--- src/rtl/sbwq_ram.sv ---
// Simple dual-port RAM with one write port and one registered read port.
module sbwq_ram #(
    parameter int DATA_W = 16,
    parameter int DEPTH  = 16,
    parameter int ADDR_W = 4
) (
    input  logic              clk,
    input  logic              we,
    input  logic [ADDR_W-1:0] waddr,
    input  logic [DATA_W-1:0] wdata,
    input  logic              re,
    input  logic [ADDR_W-1:0] raddr,
    output logic [DATA_W-1:0] rdata
);
    logic [DATA_W-1:0] mem [DEPTH];
    logic [DATA_W-1:0] rdata_reg;

    always_ff @(posedge clk)
    begin
        if (we)
        begin
            mem[waddr] <= wdata;
        end
        if (re)
        begin
            rdata_reg <= mem[raddr];
        end
    end

    assign rdata = rdata_reg;
endmodule

--- config.mk ---
export PLATFORM = sky130hd
export DESIGN_NAME = sbwq_ram
export DESIGN_NICKNAME = d
export VERILOG_FILES = /design/src/rtl/sbwq_ram.sv
export SDC_FILE = /design/constraint.sdc
export NUM_CORES = 1
export LEC_CHECK = 0
export BUFFER_PORTS_ARGS = -buffer_cell sky130_fd_sc_hd__buf_2
export CORE_MARGIN = 1.5
export CORE_UTILIZATION = 45
export CTS_CLUSTER_SIZE = 20
export DETAILED_ROUTE_END_ITERATION = 12
export PLACE_DENSITY = 0.65
export REMOVE_ABC_BUFFERS = 1
export SLEW_MARGIN = 10
export SYNTH_ARGS = -nofsm -noshare
export SYNTH_HDL_FRONTEND = slang
export SYNTH_SLANG_ARGS = --single-unit
--- constraint.sdc ---
create_clock -name clk -period 2.99 [get_ports clk]
set_clock_uncertainty 0.1 [all_clocks]
set_input_delay 0.1495 -clock clk [delete_from_list [all_inputs] [get_ports clk]]
set_output_delay 0.1495 -clock clk [all_outputs]
set_load 0.05 [all_outputs]
==> metrics.cfg, run 1 <==
[outcome]
status = finished clean

[clocking]
clkTransAtPathRegs_ns = 0.06
clkLatencyLatePin_ns = 0.53
clock_path_buffers = 3
cts_resized = 0
cts_tree = yes
numCtsBuffers = 28
cts_setup_buffers = 0
clock-sinks = 272
h-tree-depth = 1
cts-root-buf = clkbuf_16

[power]
p_int_w = 0.006673
switching_share = 0.2056
p_sw_w = 0.001727
finalPower_w = 0.008400
ir_worst_vdd_uv = 437.0
leakage_nw = 3.941
power.share.clock = 0.432
p_seq_frac = 0.514
p_per_area_nw_per_um2 = 697.3
comb_power_share = 0.055

[logic_synthesis]
syn_inst = 432
synth_commonest_cells = 272 x edfxtp_1, 54 x mux4_2, 32 x a22oi_1
ys_ff_latch = 272
synth_top_area_frac = 0.8005
synth.most_common_cell = edfxtp_1
avgSynthCellArea_um2 = 23.62
synth.distinct_cells = 18
yosys.area.top_type = edfxtp_1
synthArstFlopShare = 0
synth-seq-area-share = 0.8005
synth_edf_count = 272
yosys_warnings = 0
synth_area_leaders = edfxtp_1 80%, mux4_2 12%, mux4_1 2.6%
netlist_area_um2 = 10200
synth_flop_cell = edfxtp_1

[die]
coreArea_um2 = 22030
die_h_um = 153.6
fp.dieArea_um2 = 23590
start_util = 0.4632
rows = 54
ios = 43
dieWidth_um = 153.6

[placed_design]
hpwlAfterDp_mm = 11.83
gp_congestion = 0.7257
port_buffers = 42
post-place-ws_ns = 1.073

[global_route]
grt_overflow_total = 0
grt_max_degree = 65
antenna_found_initial = 0
grt_pass1_wl_mm = 32.07
grt_usage = 0.1839
grt_pass1_vias = 5250

[sta]
drv_slew = 0
tns_ns = 0
relSlewSlack = 0.5301
period_needed_ns = 1.587
setup-violations-final = 0
min_period_over_period = 0.5307
hold_viol_final = 0
rsz0062_at_grt = no
tightest_slew_ns = 0.7041
setup_ws_ns = 1.403
max_freq_mhz = 630.2

[route]
first_iter_violations = 413
first_pass_iters = 5
drc = 0
dr_total_vias = 4827
routedWlPerCell_um = 25.53
drt.antenna.violating_nets = 0
wirelength_mm = 21.07
viasPerCell = 5.851

[final_layout]
final_nets = 550
largest_reg_flops = 256
utilization = 0.5469
drive_gt1_frac = 0.3339
synthToLayoutAreaGrowth_pct = 18.06
num_antenna_cells = 0
fillers = 1644

[setup_path]
required_ns = 3.16
max_stage_delay_ns = 0.48
cp.arrival_ns = 1.76
path_max_fanout = 1
startpoint_type = register
critPathKind = reg2reg
cpMaxStageDelayCell = mux4_2
end_kind = register
path_delay_family = multiplexers
cp_cell_sequence = mux4_2 -> a22oi_1 -> nand2_1
cp.buffers_inverters = 0

[worst_hold_path]
hold_path_class = in2reg

[flow_run]
drv_cap = 0

[kinds of logic (layout without fill, tap and decap cells)]
group / count (synthesis) / in the layout / synth area share
buf+inv: 21 / 134 / 0.01214
simple gates: 43 / 43 / 0.01888
mux: 64 / 64 / 0.1449
compound gates: 32 / 32 / 0.02354
flops: 272 / 272 / 0.8005
[layer usage]
metal / GRT usage / wire length [um] / vias to the layer above / share of wire
li1: - / - / 2037 / -
met2: 0.3086 / 10680 / 166 / 0.51
met1: 0.2566 / 8791 / 2593 / 0.42
met5: 0 / 0 / - / 0
met3: 0.02537 / 1207 / 31 / 0.057
met4: 0.04854 / 383 / 0 / 0.018
[power by group through the flow]
| stage | clock network, W | registers [W] | logic, W |
|---|---|---|---|
| global placement | 0 | 0.00439 | 0.000442 |
| global route | 0.00383 | 0.00432 | 0.000493 |
| detailed placement | 0 | 0.00440 | 0.000451 |
| CTS | 0.00368 | 0.00432 | 0.000469 |
| floorplan | 0 | 0.00446 | 0.000166 |
| finish | 0.00363 | 0.00431 | 0.000459 |
[worst paths after layout]
path | start | end | slack [ns] | cells past startpoint
worst max-delay path | mem[11][13] | rdata[13] | 1.40 | 3
worst min register to register | mem[12][10] | rdata[10] | 0.66 | 3
worst min-delay path | re | rdata[11] | 0.06 | 1
worst max register to register | mem[11][13] | rdata[13] | 1.40 | 3
[stage by stage]
stage | instances | hold slack [ns] | area (um2)
finish | 825 | 0.05597 | 12050
global route | 825 | 0.07503 | 12050
CTS | 825 | 0.07321 | 12050
detailed placement | 757 | 0.4346 | 10910
global placement | 757 | 0.4224 | 10910
floorplan | 411 | 0.1484 | 10080
[cell type report]
cell class	instances	area (um2)	share of cell area
sequential	272	8168	0.6780
multi-input combinational	139	1962	0.1629
clock buffer	33	740.7	0.06149
timing repair buffer	82	590.6	0.04902
tap	280	350.3	0.02908
clock inverter	19	235.2	0.01953
[layout by cell type, fill, tap and decap left out]
cell type and count:
a22oi_1 32, and2_1 1, buf_12 3, buf_2 41, buf_4 22, bufinv_16 5, clkbuf_1 4, clkbuf_16 29
clkinv_1 3, clkinv_2 7, clkinv_8 1, clkinvlp_4 3, dlygate4sd3_1 16, edfxtp_1 272, mux4_1 10, mux4_2 54
nand2_1 17, nand2b_1 2, nand3_1 1, nand3b_1 2, nor2_1 1, nor2_2 12, nor2b_1 2, nor3_2 4
or3b_2 1
[what timing repair did]
action	CTS	global route
hold buffers	16	0
setup endpoints to repair	0	0
endpoints found under the hold margin	256	0
Note: power is estimated with default switching activity, not from simulation.
==> run 2: changes to the inputs <==
Clock period 2.99 ns to 1.6 ns, I/O delays scaled along.
==> run 2 against run 1 <==
Clock-buffer cell count decreased by 2. Via count increased by 2.0%. Register-to-register slack got worse by 1.4 ns. Critical path type unchanged. Final cell count increased by 1.9%. Largest power group unchanged. Die area unchanged. Worst hold slack got worse by 0.039 ns. Combinational power increased by 97%. Sequential power increased by 87%.
==> metrics.cfg, run 2 (synthesis gave the netlist of run 1 again) <==
[outcome]
status = finished clean

[placed_design]
gp_congestion = 0.7248
port_buffers = 42
placed_cell_area_um2 = 11240
hpwlAfterDp_mm = 12.60
post-place-ws_ns = -0.2192

[final_layout]
postLayoutCellArea_um2 = 12310
final_nets = 568
final_common_cell = edfxtp_1
utilization = 0.5588
largest_reg_flops = 256
layout_common_cells = 272 x edfxtp_1, 54 x mux4_2, 41 x buf_2
fillers = 1653
num_antenna_cells = 0
synthToLayoutAreaGrowth_pct = 20.63
drive_gt1_frac = 0.3512

[die]
ios = 43
dieWidth_um = 153.6
rows = 54
die_h_um = 153.6
start_util = 0.4632
fp.dieArea_um2 = 23590
coreArea_um2 = 22030

[setup_path]
path_max_fanout = 1
end_kind = register
cp_cell_sequence = mux4_1 -> a22oi_1 -> nand2_1
worstRegToRegCells = 3
critPathKind = reg2reg
cpMaxStageDelayCell = mux4_1
required_ns = 1.77
cp.arrival_ns = 1.74
max_stage_delay_ns = 0.50
reg2reg_setup_slack_ns = 0.03
startpoint_type = register
critical_path.startpoint = mem[1][1]
endpoint = rdata[1]
r2r-end = rdata[1]
timing.rr.start = mem[1][1]

[route]
dr_total_vias = 4924
drc = 0
first_pass_iters = 4
wirelength_mm = 21.47
first_iter_violations = 476
drt.antenna.violating_nets = 0
routedWlPerCell_um = 25.53
viasPerCell = 5.855

[clocking]
numCtsBuffers = 27
cts_setup_buffers = 0
clkLatencyLatePin_ns = 0.52
cts-root-buf = clkbuf_16
clock-sinks = 272
clkTransAtPathRegs_ns = 0.06
cts_tree = yes
clock_path_buffers = 3
cts_resized = 0
ctsHoldBuffers = 16
h-tree-depth = 1

[sta]
min_period_over_period = 0.9838
drv_slew = 0
tightest_slew_ns = 1.080
tns_ns = 0
setup-violations-final = 0
relSlewSlack = 0.2784
hold_viol_final = 0
period_needed_ns = 1.574
max_freq_mhz = 635.3
setup_ws_ns = 0.02586
rsz0062_at_grt = no

[global_route]
use_met2 = 0.3103
grt_usage = 0.1876
antenna_found_initial = 0
grt_pass1_wl_mm = 32.37
groute.layer.met3.usage = 0.02818
grt_overflow_total = 0
grt_most_used_layer = met2
grt_max_degree = 29
grt_util_met1 = 0.2693
grt_pass1_vias = 5121

[worst_hold_path]
hold_path_class = in2reg

[power]
ir_worst_vdd_uv = 813.4
p_per_area_nw_per_um2 = 1252
leakage_nw = 4.063

[flow_run]
drv_cap = 0

run 2: changes by cell type in the layout (fill, tap and decap cells not counted):
cell / change
clkinv_8: -1
buf_12: +15
clkbuf_16: -2
buf_4: +4
clkinv_4: +1
clkinvlp_4: -2
clkinv_1: +1
run 2: how the worst min path moves through the flow:
stage / from / to / slack [ns] / depth (start not counted)
floorplan: wdata[0] / mem[0][0] / 0.08 / 0
global placement: wdata[8] / mem[10][8] / 0.34 / 1
detailed placement: wdata[8] / mem[9][8] / 0.37 / 1
CTS: re / rdata[11] / 0.02 / 1
global route: re / rdata[11] / 0.02 / 1
finish: re / rdata[11] / 0.02 / 1
run 2: layout make-up:
class	count	area, um2	share of cell area
Clock buffer	31	690.7	0.05611
Clock inverter	18	216.5	0.01759
Multi-Input combinational cell	139	1962	0.1594
Sequential cell	272	8168	0.6636
Tap cell	280	350.3	0.02846
Timing Repair Buffer	101	920.9	0.07482
run 2: worst max-delay path: cells and delay by family (launching register included):
family / cells / cell delay (ns)
mux: 1 / 0.50
compound gates: 1 / 0.29
flops: 1 / 0.35
simple gates: 1 / 0.08
run 2: power breakdown:
| part | switching (W) | internal (W) | total (W) | leakage [nW] |
|---|---|---|---|---|
| logic | 0.000540 | 0.000365 | 0.000905 | 1.14 |
| clock network | 0.00255 | 0.00389 | 0.00644 | 0.446 |
| registers | 0.0000442 | 0.00803 | 0.00807 | 2.47 |
run 2: routing by layer:
layer / up-vias / part of all wire
met5: - / 0
met4: 0 / 0.017
met3: 32 / 0.058
met2: 168 / 0.49
met1: 2650 / 0.43
li1: 2074 / -
run 2: per-stage QoR:
step / power, W / hold slack (ns) / std cells
2_1_floorplan: 0.008644 / 0.07887 / 411
3_3_place_gp: 0.009075 / 0.3374 / 776
3_5_place_dp: 0.009110 / 0.3713 / 776
4_1_cts: 0.01552 / 0.01531 / 841
5_1_grt: 0.01586 / 0.02261 / 841
6_report: 0.01541 / 0.01684 / 841
